===== config.mk =====
export PLATFORM = sky130hd
export DESIGN_NAME = dbq_datapath
export DESIGN_NICKNAME = d
export VERILOG_FILES = /design/src/dbq_pkg.sv /design/src/dbq_datapath.sv
export VERILOG_INCLUDE_DIRS = /design/src /design/src/src
export SDC_FILE = /design/constraint.sdc
export NUM_CORES = 2
export LEC_CHECK = 0
export ABC_CLOCK_PERIOD_IN_PS = 13050
export BUFFER_PORTS_ARGS = -buffer_cell sky130_fd_sc_hd__buf_2
export CAP_MARGIN = 0
export CORE_MARGIN = 2
export CORE_UTILIZATION = 25
export DETAILED_ROUTE_END_ITERATION = 10
export PLACE_DENSITY = 0.43
export SLEW_MARGIN = 20
export SYNTH_ARGS = -nofsm -noshare
export SYNTH_HDL_FRONTEND = slang
export SYNTH_MEMORY_MAX_BITS = 65536
export SYNTH_SLANG_ARGS = --single-unit

===== constraint.sdc =====
create_clock -name clk -period 13.05 [get_ports clk]
set_input_delay 1.305 -clock clk [delete_from_list [all_inputs] [get_ports clk]]
set_output_delay 1.305 -clock clk [all_outputs]
set_load 0.05 [all_outputs]

===== src/assert_macros.svh =====
// Assertion shorthands shared by the degree bucket queue modules.
// Each macro expects clk and rst_n in the scope that uses it.
`ifndef ASSERT_MACROS_SVH
`define ASSERT_MACROS_SVH

// Property checked every clock edge outside reset.
`define DBQ_ASSERT(lbl, prop, msg) \
  lbl: assert property (@(posedge clk) disable iff (!rst_n) (prop)) else $error(msg);

// Condition that must hold in the cycle after a trigger.
`define DBQ_ASSERT_NEXT(lbl, trig, cons, msg) \
  lbl: assert property (@(posedge clk) disable iff (!rst_n) (trig) |=> (cons)) \
    else $error(msg);

`endif


===== src/dbq_pkg.sv =====
// Shared types and constants for the degree bucket queue.
// Used by dbq_ctrl, dbq_datapath and degree_bucket_queue.
`default_nettype none

package dbq_pkg;

  // Default sizes
  localparam int DEF_NODES   = 256;
  localparam int DEF_BUCKETS = 32;

  // Field widths
  localparam int CMD_W  = 2;
  localparam int NODE_W = 8;
  localparam int DEG_W  = 5;

  // Command codes
  localparam logic [CMD_W-1:0] OP_INSERT   = 2'd0;
  localparam logic [CMD_W-1:0] OP_REMOVE   = 2'd1;
  localparam logic [CMD_W-1:0] OP_PEEK     = 2'd2;
  localparam logic [CMD_W-1:0] OP_RESERVED = 2'd3;

  // Input word
  typedef struct packed {
    logic [CMD_W-1:0]  command;
    logic [NODE_W-1:0] node;
    logic [DEG_W-1:0]  degree;
  } in_word_t;

  // Result word
  typedef struct packed {
    logic              found;
    logic [NODE_W-1:0] node_out;
    logic [DEG_W-1:0]  degree_out;
  } out_word_t;

  // Controller to datapath
  typedef struct packed {
    logic accept;    // latch input word, read memories
    logic remove;    // unlink node
    logic insert1;   // link node at bucket head
    logic insert2;   // back-link old head to new node
    logic load_out;  // load result register
  } ctrl_cmd_t;

  // Datapath to controller
  typedef struct packed {
    logic [CMD_W-1:0] op;
    logic             args_ok;
  } dp_status_t;

endpackage

`default_nettype wire


===== src/dbq_datapath.sv =====
// Datapath: bucket heads, link memories, nonempty bitmap and result register.
// Depends on dbq_pkg and assert_macros.svh.
`default_nettype none
`include "assert_macros.svh"

module dbq_datapath #(
  parameter int NODES   = dbq_pkg::DEF_NODES,
  parameter int BUCKETS = dbq_pkg::DEF_BUCKETS
) (
  input  wire logic               clk,
  input  wire logic               rst_n,
  input  wire dbq_pkg::in_word_t  in_data,
  input  wire dbq_pkg::ctrl_cmd_t cmd,
  output dbq_pkg::dp_status_t     status,
  output dbq_pkg::out_word_t      out_data
);

  localparam int NW = $clog2(NODES);
  localparam int LW = $clog2(NODES + 1);
  localparam int BW = $clog2(BUCKETS);
  localparam logic [LW-1:0] NIL = LW'(NODES);

  // storage
  logic [LW-1:0]      next_mem [NODES];
  logic [LW-1:0]      prev_mem [NODES];
  logic [LW-1:0]      head_mem [BUCKETS];
  logic [BUCKETS-1:0] head_vld_r;
  logic [BUCKETS-1:0] map_r;

  // latched word and read data
  logic [dbq_pkg::CMD_W-1:0] op_r;
  logic [LW-1:0]             node_r;
  logic [BW-1:0]             deg_r;
  logic                      args_ok_r;
  logic [BW-1:0]             low_r;
  logic                      found_r;
  logic [LW-1:0]             next_rd_r, prev_rd_r, head_rd_r;
  logic                      head_hit_r;
  dbq_pkg::out_word_t        out_r;

  logic [LW-1:0] node_in;
  logic [BW-1:0] deg_in;
  logic          args_ok;
  logic [BW-1:0] low;
  logic [BW-1:0] head_raddr;
  logic [LW-1:0] hd, p, q, rem_head;
  logic          head_we;
  logic [LW-1:0] head_wdata;

  assign node_in = LW'(in_data.node);
  assign deg_in  = BW'(in_data.degree);
  assign args_ok = (int'(in_data.node) < NODES) && (int'(in_data.degree) < BUCKETS);

  // lowest nonempty bucket
  always_comb begin
    low = '0;
    for (int i = BUCKETS - 1; i >= 0; i--) begin
      if (map_r[i]) begin
        low = BW'(i);
      end
    end
  end

  assign head_raddr = (in_data.command == dbq_pkg::OP_PEEK) ? low : deg_in;

  // read values used in the execute step
  assign hd = head_hit_r ? head_rd_r : NIL;
  assign p  = prev_rd_r;
  assign q  = next_rd_r;
  // bucket head after a remove
  assign rem_head = (p < NIL) ? hd : q;

  assign status.op      = op_r;
  assign status.args_ok = args_ok_r;

  // latch word and read all three memories
  always_ff @(posedge clk) begin
    if (cmd.accept) begin
      op_r       <= in_data.command;
      node_r     <= node_in;
      deg_r      <= deg_in;
      args_ok_r  <= args_ok;
      low_r      <= low;
      found_r    <= |map_r;
      next_rd_r  <= next_mem[node_in[NW-1:0]];
      prev_rd_r  <= prev_mem[node_in[NW-1:0]];
      head_rd_r  <= head_mem[head_raddr];
      head_hit_r <= head_vld_r[head_raddr];
    end
  end

  // next link memory
  always_ff @(posedge clk) begin
    if (cmd.remove && (p < NIL)) begin
      next_mem[p[NW-1:0]] <= q;
    end else if (cmd.insert1) begin
      next_mem[node_r[NW-1:0]] <= hd;
    end
  end

  // prev link memory
  always_ff @(posedge clk) begin
    if (cmd.remove && (q < NIL)) begin
      prev_mem[q[NW-1:0]] <= p;
    end else if (cmd.insert1) begin
      prev_mem[node_r[NW-1:0]] <= NIL;
    end else if (cmd.insert2 && (hd < NIL)) begin
      prev_mem[hd[NW-1:0]] <= node_r;
    end
  end

  // bucket head memory
  assign head_we    = cmd.insert1 || (cmd.remove && !(p < NIL));
  assign head_wdata = cmd.insert1 ? node_r : q;

  always_ff @(posedge clk) begin
    if (head_we) begin
      head_mem[deg_r] <= head_wdata;
    end
  end

  // head valid bits and nonempty bitmap
  always_ff @(posedge clk) begin
    if (!rst_n) begin
      head_vld_r <= '0;
      map_r      <= '0;
    end else begin
      if (head_we) begin
        head_vld_r[deg_r] <= 1'b1;
      end
      if (cmd.insert1) begin
        map_r[deg_r] <= 1'b1;
      end else if (cmd.remove && !(rem_head < NIL)) begin
        map_r[deg_r] <= 1'b0;
      end
    end
  end

  // result register
  always_ff @(posedge clk) begin
    if (cmd.load_out) begin
      if (op_r == dbq_pkg::OP_PEEK && found_r) begin
        out_r.found      <= 1'b1;
        out_r.node_out   <= (hd < NIL) ? dbq_pkg::NODE_W'(hd) : '0;
        out_r.degree_out <= dbq_pkg::DEG_W'(low_r);
      end else begin
        out_r <= '0;
      end
    end
  end

  assign out_data = out_r;

  `DBQ_ASSERT(a_peek_bit, (cmd.load_out && op_r == dbq_pkg::OP_PEEK && found_r) |-> map_r[low_r], "peek reports an empty bucket")

endmodule

`default_nettype wire


==> qor.txt <==
=====================================================================================
Outcome                                                                  finished clean
Layout Area Growth over Synthesis                                               15.9%
Via count of the first global-routing pass                                     92,491
Max Root-Sink Buffers                                                               4
Horizontal extent of the die                                                   885 um
Cell depth of the worst min-delay path                                              1
Share of post-route cells with drive strength above 1                           30.3%
Pint                                                                          27.8 mW
Clock share of power                                                            41.6%
WP data arrival                                                               6.42 ns
Count of flip-flops with a built-in enable after synthesis                      4,959
Port bufs                                                                          37
Static power due to leakage                                                   67.5 nW
Sequential cell fraction of total power                                         51.1%
Die Footprint                                                             784,000 um2
Placed inst area                                                          208,000 um2
Most frequent standard cell in the layout excluding fill and tap cells       edfxtp_1
Post-synthesis area per instance                                             23.2 um2
Element type at the critical path end                                       flip-flop
Overall via count from detail_route                                            88,704
Largest cells by area after synthesis                                    edfxtp_1 77%, mux4_2 18%, nor2_1 1.2%
Cells after Synth                                                               8,356
CTS Hold Bufs                                                                       0
Remaining antenna violation count                                                   0
Post-detailed-route via-to-cell ratio                                            4.59
Tmin final                                                                    5.75 ns
Crit-path max cell delay                                                      1.00 ns
Count of synthesis-stage warnings from yosys                                        0
Placer Congestion                                                               0.747
Startpoint types                                                            flip-flop
Routed wire per std cell                                                      27.2 um
Count of filler cells inserted in the layout                                   74,722
Max-slew violation total from the final report                                      0
Combined global-route utilization of all metal layers                           13.0%
Depth of the worst register-to-register path                                        8
Clock tree from TritonCTS                                                         yes
Async set-reset flop share out of synthesis                                        0%
Final worst path period share                                                   44.0%
Number of hold violations in the final report                                       0
Iteration-0 DRC count of the detailed router                                    8,618
Flip-flop and latch count after synthesis                                       5,023
Global-route wire length before repair                                         739 mm
CTS Buf Count                                                                     531
Combinational power share                                                        7.3%
Fmax                                                                        0.174 GHz
Class of the tightest hold or removal check                                reg -> reg
Top flip-flop cell by instance count after synthesis                         edfxtp_1
Maximum fanout count along the critical path                                       33
Count of cells resized by post-cts repair                                           0
Number of iterations in the first detailed-routing pass                             5
Clock insertion delay at the later pin of the skew report                     1.08 ns
Vert. Die Dim                                                                  885 um
Number of rows in the core area                                                   323
TritonCTS Sinks                                                                 5,023
Level count of the clock H-tree                                                     6
Final core utilization                                                          29.1%
Post-route DRC                                                                      0
Drt total wl                                                                   526 mm
HPWL after DPL                                                                 305 mm
Ordered list of cells on the worst path                                  nor2b_1 -> buf_4 -> and4b_2 -> o21ai_0 -> buf_4 -> nor2_1 -> nand2_1 -> nor2_1
Worst IR drop on VDD                                                         0.149 mV
Net Count, Synth                                                                8,378
Setup-violating endpoint count in the final report                                  0
Clock-pin slew on the worst setup and hold paths                              0.06 ns
Tightest slew margin relative to the limit                                      16.6%
Highest-count cells in the layout ignoring fill and taps                 4,959 x edfxtp_1, 1,567 x mux4_2, 539 x clkbuf_16
Share of the yosys chip area belonging to registers                             77.4%
Post-synth top area share                                                       76.7%
Root Driver                                                                 clkbuf_16
Final design area excluding fillers                                       225,000 um2
Slowest stage cell on the critical path                                        nor2_1
Total overflow reported by the global router                                        0
Placeable core region                                                     774,000 um2
Setup repair after global routing missed its margin                             false
Least-Margin Pin Slew                                                         1.25 ns
Maximum Capacitance Violations                                                      0
Critical path required time                                                  13.72 ns
Maximum number of pins on one net before global-route repair                      206
Worst Path Class, Setup                                                    reg -> reg
Initial antenna violation count                                                    39
PD cells                                                                   161 nW/um2
Cell type with the highest aggregate area in the netlist                     edfxtp_1
Initial core utilization                                                        25.1%
Ports placed on the boundary                                                       39
Nets@finish                                                                     8,692
Setup bufs post-CTS                                                                 0
Clock skew                                                                  0.0542 ns
Synthesized cell area                                                     194,000 um2
Switching component of the power                                              8.33 mW
Synth cell types                                                                   48
Net switching share of the total power                                          23.1%
=====================================================================================
-- through the flow --
step / power [mW] / setup TNS (ns) / setup slack [ns] / hold WS (ns) / cells
global placement: 21.4 / 0 / 6.23 / 0.440 / 18371
detailed placement: 21.5 / 0 / 6.41 / 0.453 / 18371
finish: 36.1 / 0 / 7.30 / 0.462 / 19339
floorplan: 20.5 / -2046.45 / -1.06 / 0.435 / 8356
CTS: 36.6 / 0 / 7.06 / 0.380 / 19324
global route: 37.3 / 0 / 6.97 / 0.429 / 19328
-- layout make-up --
type                       count  area (um2)  share of cell area, %
antenna                       12        30.0                 0.0133
clock buffer                 633       13900                   6.17
clock inverter               320        3280                   1.46
inverter                       7        26.3                 0.0117
multi-input combinational   2844       42500                   18.9
sequential                  5023      150000                   66.7
tap                        10237       12800                   5.69
timing repair buffer         263        2380                   1.06
-- cells by family after synthesis --
logic type	count (synthesis)	share of synthesized area (%)
buffers and inverters	489	1.02
other	1	0.00193
multiplexers	1709	18.9
flip-flops	5023	77.4
AND/OR/NAND/NOR	925	1.96
AO/OA/AOI/OAI	209	0.709
-- flip-flops by register name (all words and copies together) (netlist names), named ones only --
register    cells
low_r           5
head_rd_r       9
out_data       14
head_hit_r      1
prev_mem     2304
deg_r           5
p               9
found_r         1
node_r          8
op_r            2
head_vld_r     32
head_mem      288
next_rd_r       9
next_mem     2304
-- worst paths after layout --
kind	startpoint	endpoint	slack, ns
worst max-delay path	head_hit_r$_DFFE_PP_	prev_mem[3][4]$_DFFE_PP_	7.30
worst min-delay path	head_vld_r[15]$_SDFFE_PN0N_	head_vld_r[15]$_SDFFE_PN0N_	0.46
worst max register to register	head_hit_r$_DFFE_PP_	prev_mem[3][4]$_DFFE_PP_	7.30
worst min register to register	head_vld_r[15]$_SDFFE_PN0N_	head_vld_r[15]$_SDFFE_PN0N_	0.46
-- synthesized netlist by cell type, types with 10 or more instances --
cell type  count
nor2b_1       17
a21boi_0      32
nand2_1      163
edfxtp_1    4959
buf_1         70
mux2_2        33
nor4_1        10
o21a_1        34
a311oi_1      14
buf_2        104
and3_1        11
nor2_1       612
dfxtp_1       64
mux2i_1      109
nor3_1        23
nand3_1       39
clkbuf_1     305
a21oi_1       12
and2_1        11
nand2b_1      10
o21ai_0       79
mux4_2      1567
-- critical path: cells and delay by family (launching register included) --
family                 cells  cell delay (ns)
DFF                        1             0.69
AOI/OAI and AO/OA          1             0.41
and+or+nand+nor            5             3.66
buffers and inverters      2             0.55
-- power groups by stage --
| stage | registers [mW] | logic (mW) | clock network [mW] |
|---|---|---|---|
| 6_report | 18.5 | 2.63 | 15.0 |
| 5_1_grt | 18.4 | 2.81 | 16.0 |
| 4_1_cts | 18.5 | 2.71 | 15.4 |
| 3_5_place_dp | 18.8 | 2.71 | 0 |
| 3_3_place_gp | 18.8 | 2.63 | 0 |
| 2_1_floorplan | 19.1 | 1.39 | 0 |
-- layer usage --
layer,vias to the layer above,part of all wire [%],GRT usage (%)
met2,2617,48,21.4
met1,49220,44,18.1
met4,0,2.4,3.01
li1,36206,-,-
met5,-,0,0
met3,661,5.1,1.90
No activity file was read; power rests on OpenSTA's default activity.
