===== src/assert_macros.svh =====
// Assertion shorthands shared by the degree bucket queue modules.
// Each macro expects clk and rst_n in the scope that uses it.
`ifndef ASSERT_MACROS_SVH
`define ASSERT_MACROS_SVH

// Property checked every clock edge outside reset.
`define DBQ_ASSERT(lbl, prop, msg) \
  lbl: assert property (@(posedge clk) disable iff (!rst_n) (prop)) else $error(msg);

// Condition that must hold in the cycle after a trigger.
`define DBQ_ASSERT_NEXT(lbl, trig, cons, msg) \
  lbl: assert property (@(posedge clk) disable iff (!rst_n) (trig) |=> (cons)) \
    else $error(msg);

`endif


===== src/dbq_pkg.sv =====
// Shared types and constants for the degree bucket queue.
// Used by dbq_ctrl, dbq_datapath and degree_bucket_queue.
`default_nettype none

package dbq_pkg;

  // Default sizes
  localparam int DEF_NODES   = 256;
  localparam int DEF_BUCKETS = 32;

  // Field widths
  localparam int CMD_W  = 2;
  localparam int NODE_W = 8;
  localparam int DEG_W  = 5;

  // Command codes
  localparam logic [CMD_W-1:0] OP_INSERT   = 2'd0;
  localparam logic [CMD_W-1:0] OP_REMOVE   = 2'd1;
  localparam logic [CMD_W-1:0] OP_PEEK     = 2'd2;
  localparam logic [CMD_W-1:0] OP_RESERVED = 2'd3;

  // Input word
  typedef struct packed {
    logic [CMD_W-1:0]  command;
    logic [NODE_W-1:0] node;
    logic [DEG_W-1:0]  degree;
  } in_word_t;

  // Result word
  typedef struct packed {
    logic              found;
    logic [NODE_W-1:0] node_out;
    logic [DEG_W-1:0]  degree_out;
  } out_word_t;

  // Controller to datapath
  typedef struct packed {
    logic accept;    // latch input word, read memories
    logic remove;    // unlink node
    logic insert1;   // link node at bucket head
    logic insert2;   // back-link old head to new node
    logic load_out;  // load result register
  } ctrl_cmd_t;

  // Datapath to controller
  typedef struct packed {
    logic [CMD_W-1:0] op;
    logic             args_ok;
  } dp_status_t;

endpackage

`default_nettype wire


===== src/dbq_ctrl.sv =====
// Controller state machine for the degree bucket queue.
// Depends on dbq_pkg and assert_macros.svh.
`default_nettype none
`include "assert_macros.svh"

module dbq_ctrl (
  input  wire logic               clk,
  input  wire logic               rst_n,
  input  wire logic               in_valid,
  output logic                    in_ready,
  output logic                    out_valid,
  input  wire logic               out_ready,
  input  wire dbq_pkg::dp_status_t status,
  output dbq_pkg::ctrl_cmd_t      cmd
);

  localparam logic [1:0] ST_IDLE = 2'd0;
  localparam logic [1:0] ST_EXEC = 2'd1;
  localparam logic [1:0] ST_INS2 = 2'd2;

  logic [1:0] state_r, state_nxt;
  logic       out_valid_r, out_valid_nxt;
  logic       slot_free;

  assign in_ready  = (state_r == ST_IDLE);
  assign out_valid = out_valid_r;
  // result register can take a new word this cycle
  assign slot_free = !out_valid_r || out_ready;

  // next state and commands
  always_comb begin
    state_nxt = state_r;
    cmd       = '0;
    unique case (state_r)
      ST_IDLE: begin
        if (in_valid) begin
          cmd.accept = 1'b1;
          state_nxt  = ST_EXEC;
        end
      end
      ST_EXEC: begin
        if (status.op == dbq_pkg::OP_INSERT && status.args_ok) begin
          cmd.insert1 = 1'b1;
          state_nxt   = ST_INS2;
        end else if (slot_free) begin
          cmd.remove   = (status.op == dbq_pkg::OP_REMOVE) && status.args_ok;
          cmd.load_out = 1'b1;
          state_nxt    = ST_IDLE;
        end
      end
      ST_INS2: begin
        if (slot_free) begin
          cmd.insert2  = 1'b1;
          cmd.load_out = 1'b1;
          state_nxt    = ST_IDLE;
        end
      end
      default: state_nxt = ST_IDLE;
    endcase
  end

  // output valid flag
  always_comb begin
    if (cmd.load_out) begin
      out_valid_nxt = 1'b1;
    end else if (out_ready) begin
      out_valid_nxt = 1'b0;
    end else begin
      out_valid_nxt = out_valid_r;
    end
  end

  always_ff @(posedge clk) begin
    if (!rst_n) begin
      state_r     <= ST_IDLE;
      out_valid_r <= 1'b0;
    end else begin
      state_r     <= state_nxt;
      out_valid_r <= out_valid_nxt;
    end
  end

  `DBQ_ASSERT(a_no_overwrite, cmd.load_out |-> slot_free, "result overwritten before taken")
  `DBQ_ASSERT_NEXT(a_one_item, cmd.accept, !in_ready, "second word taken while busy")
  `DBQ_ASSERT(a_one_action, $onehot0({cmd.accept, cmd.remove, cmd.insert1, cmd.insert2}), "conflicting datapath commands")

endmodule

`default_nettype wire


===== config.mk =====
export PLATFORM = sky130hd
export DESIGN_NAME = dbq_ctrl
export DESIGN_NICKNAME = d
export VERILOG_FILES = /design/src/dbq_pkg.sv /design/src/dbq_ctrl.sv
export VERILOG_INCLUDE_DIRS = /design/src /design/src/src
export SDC_FILE = /design/constraint.sdc
export NUM_CORES = 1
export LEC_CHECK = 0
export ABC_AREA = 1
export BUFFER_PORTS_ARGS = -buffer_cell sky130_fd_sc_hd__clkbuf_2
export CAP_MARGIN = 5
export CORE_AREA = 3 3 40 42
export DETAILED_ROUTE_END_ITERATION = 6
export DIE_AREA = 0 0 43 45
export PLACE_DENSITY = 0.52
export SLEW_MARGIN = 20
export SYNTH_ARGS = -nofsm -noshare
export SYNTH_HDL_FRONTEND = slang
export SYNTH_SLANG_ARGS = --single-unit

===== constraint.sdc =====
create_clock -name clk -period 4 [get_ports clk]
set_clock_uncertainty 0.15 [all_clocks]
set_input_delay 0.6 -clock clk [delete_from_list [all_inputs] [get_ports clk]]
set_output_delay 0.6 -clock clk [all_outputs]
set_load 0.05 [all_outputs]

==> results of run 1 <==
==> final cells by class <==
cell class              count  area share
clock buffers               4      0.0686
inverters                  11       0.108
multi-input cells          31       0.448
flip-flops and latches      3       0.157
well taps                  15      0.0490
repair buffers             13       0.170
==> placed cells by master (no fill, tap or decap) <==
cell type,instances
a21oi_1,3
a21oi_2,1
clkbuf_1,1
clkbuf_2,13
clkbuf_4,3
dfxtp_1,3
ha_1,4
inv_1,11
nand2_1,11
nand3_1,2
nand3b_1,1
nor2_1,7
nor4_1,1
or2_1,1
==> sequential cells by signal, summed over array words and instances (netlist names) <==
name and count:
out_valid 1, state_r 2
==> power breakdown <==
part | total, mW | internal (mW) | switching (mW)
sequential | 0.0323 | 0.0313 | 0.00108
clock | 0.0512 | 0.0373 | 0.0139
combinational | 0.0292 | 0.00901 | 0.0202
==> worst paths after layout <==
kind	from	endpoint	slack (ns)
hold reg to reg	state_r[1]	state_r[1]	0.35
setup reg to reg	state_r[0]	state_r[1]	2.60
setup / recovery	state_r[0]	cmd[0]	1.74
hold / removal	state_r[1]	state_r[1]	0.35
==> logic make-up (layout without fill, tap and decap cells) <==
| family | Yosys count | count (layout) | synth area share |
|---|---|---|---|
| simple gates | 23 | 23 | 0.348 |
| buf+inv | 12 | 28 | 0.174 |
| flops | 3 | 3 | 0.214 |
| fa+ha+maj | 4 | 4 | 0.179 |
| compound gates | 4 | 4 | 0.0848 |
==> metrics by stage <==
| step | hold WS [ns] | instances |
|---|---|---|
| detailed placement | 0.354 | 73 |
| global route | 0.399 | 77 |
| global placement | 0.352 | 73 |
| CTS | 0.359 | 77 |
| floorplan | 0.320 | 46 |
| finish | 0.353 | 77 |
==> per-layer routing <==
layer	global-route usage	part of all wire
met1	0.0795	0.50
met2	0.0958	0.42
met3	0.0159	0.076
met4	0.0542	0
met5	0	0
==> worst max-delay path, stage by stage, from the launching register on <==
cell and delay (ns):
dfxtp_1 0.38, inv_1 0.08, ha_1 0.22, nor2_1 0.15, nand2_1 0.07, nand3b_1 0.11, nor2_1 0.05, clkbuf_2 0.23
==> metrics.md, run 1 <==
| Metric | Value |
|---|---|
| FMAX | 442 MHz |
| Via Count | 295 |
| Max_cap viols | 0 |
| Clock Tree Buf Depth | 2 |
| Worst slew margin | 0.813 |
| Worst-Skew Late Latency | 0.23 ns |
| Die Wd | 43 µm |
| Post-Route Utilization | 0.298 |
| Worst-path clk slew | 0.03 ns |
| Mean routed wirelength per cell | 7.73 µm |
| Cell accounting for the most synthesized area | dfxtp_1 |
| Clock sink total | 3 |
| Worst Max-Slew Pin Slew | 0.282 ns |
| Post-Layout Inst Area | 383 µm² |
| Hold path depth | 2 |
| Final Critical Period | 2.26 ns |
| Ports | 14 |
| Final Wtd Congestion | 0.785 |
| EDFF count, synth | 0 |
| Hold_buf cts | 0 |
| Fin Setup TNS | 0 ns |
| Period utilisation layout | 0.565 |
| Remaining DRCs | 0 |
| Nets | 74 |
| Yosys top cell area share | 0.214 |
| Clock Tree Root | clkbuf_4 |
| First-pass GRT wire length | 917 µm |
| Worst Path Max Fanout | 4 |
| H-tree depth | 1 |
| HPWL Detailed | 511 µm |
| Unique masters post-synth | 12 |
| Largest net degree at the start of global routing | 5 |
| Pwr per Cell Area | 295 mW/mm² |
| Slack of the critical path | 1.74 ns |
| Register area | 60.1 µm² |
| Post-synth ARST share | 0 |
| Antenna violations before repair | 0 |
| FF-to-FF path depth | 7 |
| Post-CTS resize count | 0 |
| Mean number of vias per cell | 3.83 |
| Multi-input logic area | 171 µm² |
| RSZ-0062 raised after global routing | no |
| Final wirelength | 595 µm |
| DRT Pass-1 Iters | 2 |
| Critical path class | flop to primary output |
| Area growth, synth to finish | 36.6% |
| Top FF cell, synth | dfxtp_1 |
| Rows | 13 |
| # diodes | 0 |
| DR iter-0 viols | 10 |
| Hold/Removal Path Class | flop to flop |
| Critical Path End Type | primary output |
| Die area | 0.00194 mm² |
| Post-DRT Antenna Nets | 0 |
| Critical Path RT | 3.25 ns |
| Top cells by area, synth | dfxtp_1 (21%), ha_1 (18%), inv_1 (15%), nand2_1 (15%), nor2_1 (9.4%) |
| Setup Viol. Count Final | 0 |
| Place WS | 1.88 ns |
| Synth cell count leaders | inv_1 (11), nand2_1 (11), nor2_1 (7) |
| Arrival time at the worst endpoint | 1.51 ns |
| IO buf count | 13 |
| IR Drop Worst-Case VDD | 0.000108 V |
| Mapped Area | 280 µm² |
| Post-DP Area | 357 µm² |
| Total design power | 0.113 mW |
| Max Transition Viols Final | 0 |
| CTS tree | built |
| P_leak | 0.231 nW |
| Crit path launch type | flop |
| Warning count from the yosys run | 0 |
| Layout cells sized above 1 | 0.274 |
| Syn_area_per_cell | 6.09 µm² |
| Die height | 45 µm |
| Filler instances | 153 |
| Register bit total from synthesis | 3 |
| Syn nets | 57 |
| Core Box Area | 0.00128 mm² |
| CTS buffer count | 3 |
| Synth Instances | 46 |
| Hold violation total from the final report | 0 |
| Register area share after synthesis | 0.214 |
| Status | complete, no violations |
| Postcts setup bufs | 0 |
| Gr usage total | 0.0649 |
| Initial core utilization | 0.218 |
| Vias in the first global route | 254 |
| Grt ovf | 0 |
Power figures use the tool's default switching activity.
==> run 2, diff against run 1 <==
- ABC_AREA: 1 -> 0
- PLACE_DENSITY: 0.52 -> 0.53
- clock period: 4 -> 2.2 ns (I/O delays scaled with it)
==> run 2 against run 1 <==
  * Register-to-register slack worse by 1.9 ns
  * Synthesized area is 4.9% higher
  * First-iteration DRC count is 50% lower
  * Critical path type unchanged
  * Count of clock-buffer cells in the layout stayed put
  * Final cell count is 17% lower
  * Cell area is 8.2% higher
  * Highest routed layer unchanged
  * Die area stayed put
  * Worst hold slack worse by 0.11 ns
  * Worst setup slack worse by 1.6 ns
  * Combinational power is 120% higher
  * Non-clock buffer count is 1 higher
==> metrics.md, run 2 <==
| Metric | Value |
|---|---|
| Post-synth ARST share | 0 (unchanged) |
| Most common library cell in the layout ignoring fill and taps | clkbuf_2 |
| Die Wd | 43 µm (unchanged) |
| Max_cap viols | 0 (unchanged) |
| Remaining DRCs | 0 (unchanged) |
| FMAX | 488 MHz |
| Clock Tree Buf Depth | 2 (unchanged) |
| Final Wtd Congestion | 0.671 (-15%) |
| Status | complete, no violations |
| Hold violation total from the final report | 0 (unchanged) |
| Top FF cell, synth | dfxtp_1 |
| Post-DRT Antenna Nets | 0 (unchanged) |
| Hold_buf cts | 0 (unchanged) |
| Grt ovf | 0 (unchanged) |
| Worst Max-Slew Pin Slew | 0.279 ns (-0.00325 ns) |
| Worst-Skew Late Latency | 0.23 ns (about the same) |
| Sequential group share of total power | 0.270 (-0.017) |
| Worst Path Max Fanout | 4 (unchanged) |
| Register area share after synthesis | 0.204 (-0.0100) |
| Pwr per Cell Area | 524 mW/mm² (+78%) |
| Logic pwr share | 0.295 (+0.036) |
| Core Box Area | 0.00128 mm² (unchanged) |
| Critical path class | flop to primary output |
| Mapped Area | 294 µm² (+4.9%) |
| Crit path launch type | flop |
| EDFF count, synth | 0 (unchanged) |
| Register area | 60.1 µm² (unchanged) |
| Post-CTS resize count | 0 (unchanged) |
| P_leak | 0.197 nW (-15%) |
| Cell accounting for the most synthesized area | dfxtp_1 |
| Synth cell count leaders | ha_1 (4), dfxtp_1 (3), inv_1 (3) |
| Top cells by area, synth | dfxtp_1 (20%), ha_1 (17%), and4bb_2 (8.5%), nor4b_4 (8.1%), nand2b_1 (4.3%) |
| Via Count | 293 (-0.68%) |
| Yosys top cell area share | 0.204 (-0.0100) |
| Sw frac | 0.318 (+0.00516) |
| Cell Int Power | 0.148 mW (+91%) |
| Count leader, synth | ha_1 |
| DRT Pass-1 Iters | 2 (unchanged) |
| Gr usage total | 0.0732 (+0.00820) |
| Final wirelength | 667 µm (+12%) |
| Arrival time at the worst endpoint | 1.57 ns (+0.06 ns) |
| Rows | 13 (unchanged) |
| CTS buffer count | 3 (unchanged) |
| Antenna violations before repair | 0 (unchanged) |
| Clock sink total | 3 (unchanged) |
| Layout cells sized above 1 | 0.469 (+0.195) |
| Worst-path clk slew | 0.04 ns (about the same) |
| First-pass GRT wire length | 1040 µm (+13%) |
| HPWL Detailed | 558 µm (+9.2%) |
| Synth Instances | 32 (-30%) |
| Warning count from the yosys run | 0 (unchanged) |
| Largest net degree at the start of global routing | 6 (+1) |
| Largest register FFs | 2 (unchanged) |
| # diodes | 0 (unchanged) |
| Setup Viol. Count Final | 0 (unchanged) |
| Mean routed wirelength per cell | 10.4 µm (+35%) |
| Vias in the first global route | 266 (+4.7%) |
| Critical Path RT | 1.72 ns (-1.53 ns) |
| Worst slew margin | 0.815 (+0.00215) |
| RSZ-0062 raised after global routing | no |
| Total design power | 0.217 mW (+93%) |
| Area growth, synth to finish | 40.9% |
| Adder-cell area share of the yosys netlist | 0.170 (-0.00836) |
| Reported net switching power | 0.0689 mW (+96%) |
| Complex-gate fraction of the synthesized area | 0.153 (+0.0684) |
| Period utilisation layout | 0.932 |
| Final Critical Period | 2.05 ns |
| Nets | 61 (-18%) |
| Multi-input logic area | 223 µm² (+30%) |
| Clock Tree Root | clkbuf_4 |
| Most frequent cells in the layout | clkbuf_2 (12), clkbuf_4 (4), inv_1 (3), ha_1 (3), dfxtp_1 (3) |
| Ports | 14 (unchanged) |
| Syn_area_per_cell | 9.19 µm² (+51%) |
| IR Drop Worst-Case VDD | 0.000215 V (+99%) |
| Largest family of logic cells by synthesized area | simple AND/OR/NAND/NOR gates |
| CTS tree | built |
| Filler instances | 150 (-2.0%) |
| Critical Path End Type | primary output |
| Post-synthesis mux area share | 0 (unchanged) |
| Postcts setup bufs | 0 (unchanged) |
| Top reg by flops | state_r |
| H-tree depth | 1 (unchanged) |
| Place WS | 0.277 ns (-1.60 ns) |
| Mean number of vias per cell | 4.58 (+19%) |
| IO buf count | 13 (unchanged) |
| Simple-gate share of the synthesized area | 0.409 (+0.0603) |
| Initial core utilization | 0.229 (+0.0107) |
| Post-Synth XOR/XNOR Area | 0 (unchanged) |
| Syn nets | 43 (-25%) |
| Slack of the critical path | 0.150 ns (-1.59 ns) |
| Fin Setup TNS | 0 ns (unchanged) |
| DR iter-0 viols | 5 (-5) |
| Die height | 45 µm (unchanged) |
| Die area | 0.00194 mm² (unchanged) |
| Register bit total from synthesis | 3 (unchanged) |
| Hold/Removal Path Class | input pin to flop |
| Unique masters post-synth | 22 (+10) |
| Clock network power share | 0.435 (-0.019) |
| Max Transition Viols Final | 0 (unchanged) |
run 2: path summary, 6_finish.rpt:
| path | slack [ns] | depth (start not counted) | start | to |
|---|---|---|---|---|
| setup / recovery | 0.15 | 6 | state_r[0] | cmd[0] |
| setup reg to reg | 0.68 | 5 | state_r[1] | state_r[0] |
| hold reg to reg | 0.43 | 2 | state_r[1] | state_r[1] |
| hold / removal | 0.24 | 3 | rst_n | out_valid |
run 2: cell families (layout without fill, tap and decap cells):
| kind of cell | count (synthesis) | in the layout |
|---|---|---|
| adders and majority gates | 4 | 4 |
| and+or+nand+nor | 15 | 15 |
| AOI/OAI and AO/OA | 6 | 6 |
| DFF | 3 | 3 |
| buffers and inverters | 4 | 21 |
run 2: power by group through the flow:
stage               clock [mW]  combinational [mW]  sequential, mW
finish                  0.0945              0.0641          0.0586
global route             0.103              0.0693          0.0590
CTS                      0.100              0.0638          0.0586
detailed placement           0              0.0638          0.0594
global placement             0              0.0636          0.0593
floorplan                    0              0.0421          0.0622
run 2: stage by stage:
stage | instance area [µm²] | instances | hold slack (ns) | util
6_report | 414 | 64 | 0.240 | 0.322
3_5_place_dp | 383 | 60 | 0.414 | 0.298
4_1_cts | 409 | 64 | 0.234 | 0.318
2_1_floorplan | 299 | 32 | 0.315 | -
5_1_grt | 414 | 64 | 0.259 | 0.322
3_3_place_gp | 383 | 60 | 0.417 | 0.298
run 2: final cells by class:
class                   instances  area share
repair buffers                 14       0.181
multi-input cells              25       0.538
inverters                       3      0.0272
clock buffers                   4      0.0634
well taps                      15      0.0453
flip-flops and latches          3       0.145
run 2: metal layers:
metal,GRT usage,up-vias,routed length [µm]
met4,0.0723,0,0
met3,0.0120,0,54
met1,0.0959,130,344
li1,-,151,-
met5,0,-,0
met2,0.0988,12,267
run 2: worst max-delay path, cell delays in order, from the launching register on:
cell and delay [ns]:
dfxtp_1 0.32, inv_1 0.06, ha_2 0.21, nor4b_4 0.27, nor2_1 0.09, and3_1 0.18
clkbuf_4 0.20
==> run 3, diff against run 2 <==
- GPL_TIMING_DRIVEN: default -> 0
==> run 3 against run 2 <==
  * Critical path depth up 1
  * Largest power group unchanged
  * Sequential power up 0.9%
  * Global-route usage up 0.17 points
  * Critical endpoint unchanged
==> metrics.md, run 3 (synthesized netlist as in run 2, its figures left out) <==
| Metric | Value |
|---|---|
| Crit Reg-Reg Startpoint | state_r[0] |
| Worst-Skew Late Latency | 0.23 ns (about the same) |
| Multi-input logic area | 238 µm² (+6.7%) |
| Final Critical Period | 2.14 ns (+0.0882 ns) |
| Max Transition Viols Final | 0 (unchanged) |
| Worst hold start | rst_n |
| Worst path top cell family by delay | simple AND/OR/NAND/NOR gates |
| Ports | 14 (unchanged) |
| P_leak | 0.223 nW (+13%) |
| Gr usage total | 0.0749 (+0.00172) |
| FMAX | 468 MHz (-4.1%) |
| CTS tree | built |
| IR Drop Worst-Case VDD | 0.000256 V (+19%) |
| Slowest CP cell | dfxtp_2 |
| Filler instances | 149 (-0.67%) |
| WP buf/inv | 3 (+1) |
| Worst slew margin | 0.813 (-0.00202) |
| Max_cap viols | 0 (unchanged) |
| Worst-path clk slew | 0.04 ns (about the same) |
| Period utilisation layout | 0.972 (+0.0401) |
| Reg-to-reg slack, setup | 0.65 ns (-0.03 ns) |
| CTS buffer count | 3 (unchanged) |
| H-tree depth | 1 (unchanged) |
| Clock Tree Buf Depth | 2 (unchanged) |
| Nets | 65 (+6.6%) |
| Hold violation total from the final report | 0 (unchanged) |
| Setup Viol. Count Final | 0 (unchanged) |
| Hold_buf cts | 0 (unchanged) |
| Register area | 62.6 µm² (+4.2%) |
| Most frequent cells in the layout | clkbuf_2 (12), buf_4 (5), inv_1 (3), ha_1 (3), clkbuf_4 (3) |
| Pwr per Cell Area | 486 mW/mm² (-7.4%) |
| Remaining DRCs | 0 (unchanged) |
| Crit path launch type | flop |
| Layout cells sized above 1 | 0.585 (+0.116) |
| Critical Path RT | 1.72 ns (about the same) |
| First-pass GRT wire length | 1040 µm (+0.58%) |
| Core Box Area | 0.00128 mm² (unchanged) |
| Worst Path Max Fanout | 4 (unchanged) |
| Antenna violations before repair | 0 (unchanged) |
| IO buf count | 13 (unchanged) |
| Mean routed wirelength per cell | 10.8 µm (+3.1%) |
| Mean number of vias per cell | 4.49 (-2.0%) |
| Post-DRT Antenna Nets | 0 (unchanged) |
| Area growth, synth to finish | 59.1% |
| DR iter-0 viols | 0 (-5) |
| Largest net degree at the start of global routing | 6 (unchanged) |
| Initial core utilization | 0.229 (unchanged) |
| Worst Max-Slew Pin Slew | 0.282 ns (+0.00305 ns) |
| Largest register FFs | 2 (unchanged) |
| # diodes | 0 (unchanged) |
| Critical Path End Type | primary output |
| Status | complete, no violations |
| CP Cell Sequence | inv_1 > ha_4 > nor4b_4 > nor2_2 > and3_1 > buf_4 > clkbuf_8 |
| Total design power | 0.227 mW (+4.7%) |
| Crit path from | state_r[0] |
| Vias in the first global route | 275 (+3.4%) |
| DRT Pass-1 Iters | 1 (-1) |
| Die Wd | 43 µm (unchanged) |
| Die height | 45 µm (unchanged) |
| Worst path max stage delay | 0.32 ns (about the same) |
| Top reg by flops | state_r |
| Final Wtd Congestion | 0.646 (-3.7%) |
| Via Count | 305 (+4.1%) |
| WHS | 0.243 ns (+0.00296 ns) |
| Clock Tree Root | clkbuf_4 |
| Clock sink total | 3 (unchanged) |
| Most common library cell in the layout ignoring fill and taps | clkbuf_2 |
| Grt ovf | 0 (unchanged) |
| Die area | 0.00194 mm² (unchanged) |
| Hold/Removal Path Class | input pin to flop |
| Arrival time at the worst endpoint | 1.66 ns (+0.09 ns) |
| Rows | 13 (unchanged) |
| Critical path class | flop to primary output |
| Final wirelength | 731 µm (+9.6%) |
run 3: cell types whose count changed in the layout (fill, tap and decap cells not counted), sizes merged:
cell / change
buf: +4
run 3: cell type report:
cell class	count	share of cell area
well taps	15	0.0401
multi-input cells	25	0.508
inverters	3	0.0241
flip-flops and latches	3	0.134
repair buffers	17	0.222
clock buffers	4	0.0561
plain buffers	1	0.0160
run 3: worst paths after layout:
path                endpoint  cells after the start
setup / recovery      cmd[0]                      7
hold / removal     out_valid                      3
setup reg to reg  state_r[0]                      6
hold reg to reg   state_r[1]                      2
run 3: power breakdown:
part	leakage, nW	switching, mW	total, mW	internal [mW]
clock network	0.0150	0.0277	0.0956	0.0679
logic	0.183	0.0435	0.0726	0.0290
registers	0.0253	0.00154	0.0591	0.0575
total	0.223	0.0727	0.227	0.154
run 3: per-layer routing:
layer / vias to the layer above / routed length [µm] / global-route usage
li1: 157 / - / -
met1: 132 / 325 / 0.0817
met2: 14 / 315 / 0.108
met3: 2 / 74 / 0.0319
met4: 0 / 14 / 0.0723
met5: - / 0 / 0
run 3: timing repair:
item | 4_1_cts | 5_1_grt
pin swaps | 2 | 2
resized for setup | 4 | 4
endpoints found under the hold margin | 0 | 0
buffers inserted | 2 | 2
setup endpoints to repair | 1 | 1
run 3: metrics by stage:
| step | area [µm²] | TNS, ns | util | setup WS, ns | cells |
|---|---|---|---|---|---|
| floorplan | 299 | 0 | - | 0.266 | 32 |
| global placement | 383 | 0 | 0.298 | 0.0473 | 60 |
| detailed placement | 383 | 0 | 0.298 | 0.0453 | 60 |
| CTS | 437 | 0 | 0.340 | 0.0593 | 66 |
| global route | 468 | -0.00431 | 0.364 | -0.00431 | 68 |
| finish | 468 | 0 | 0.364 | 0.0618 | 68 |
run 3: worst register-to-register path, cell delays in order, from the launching register on:
cell	delay, ns
dfxtp_2	0.32
inv_1	0.08
ha_4	0.19
nor4b_4	0.31
nor2_2	0.07
buf_4	0.13
a31o_1	0.19
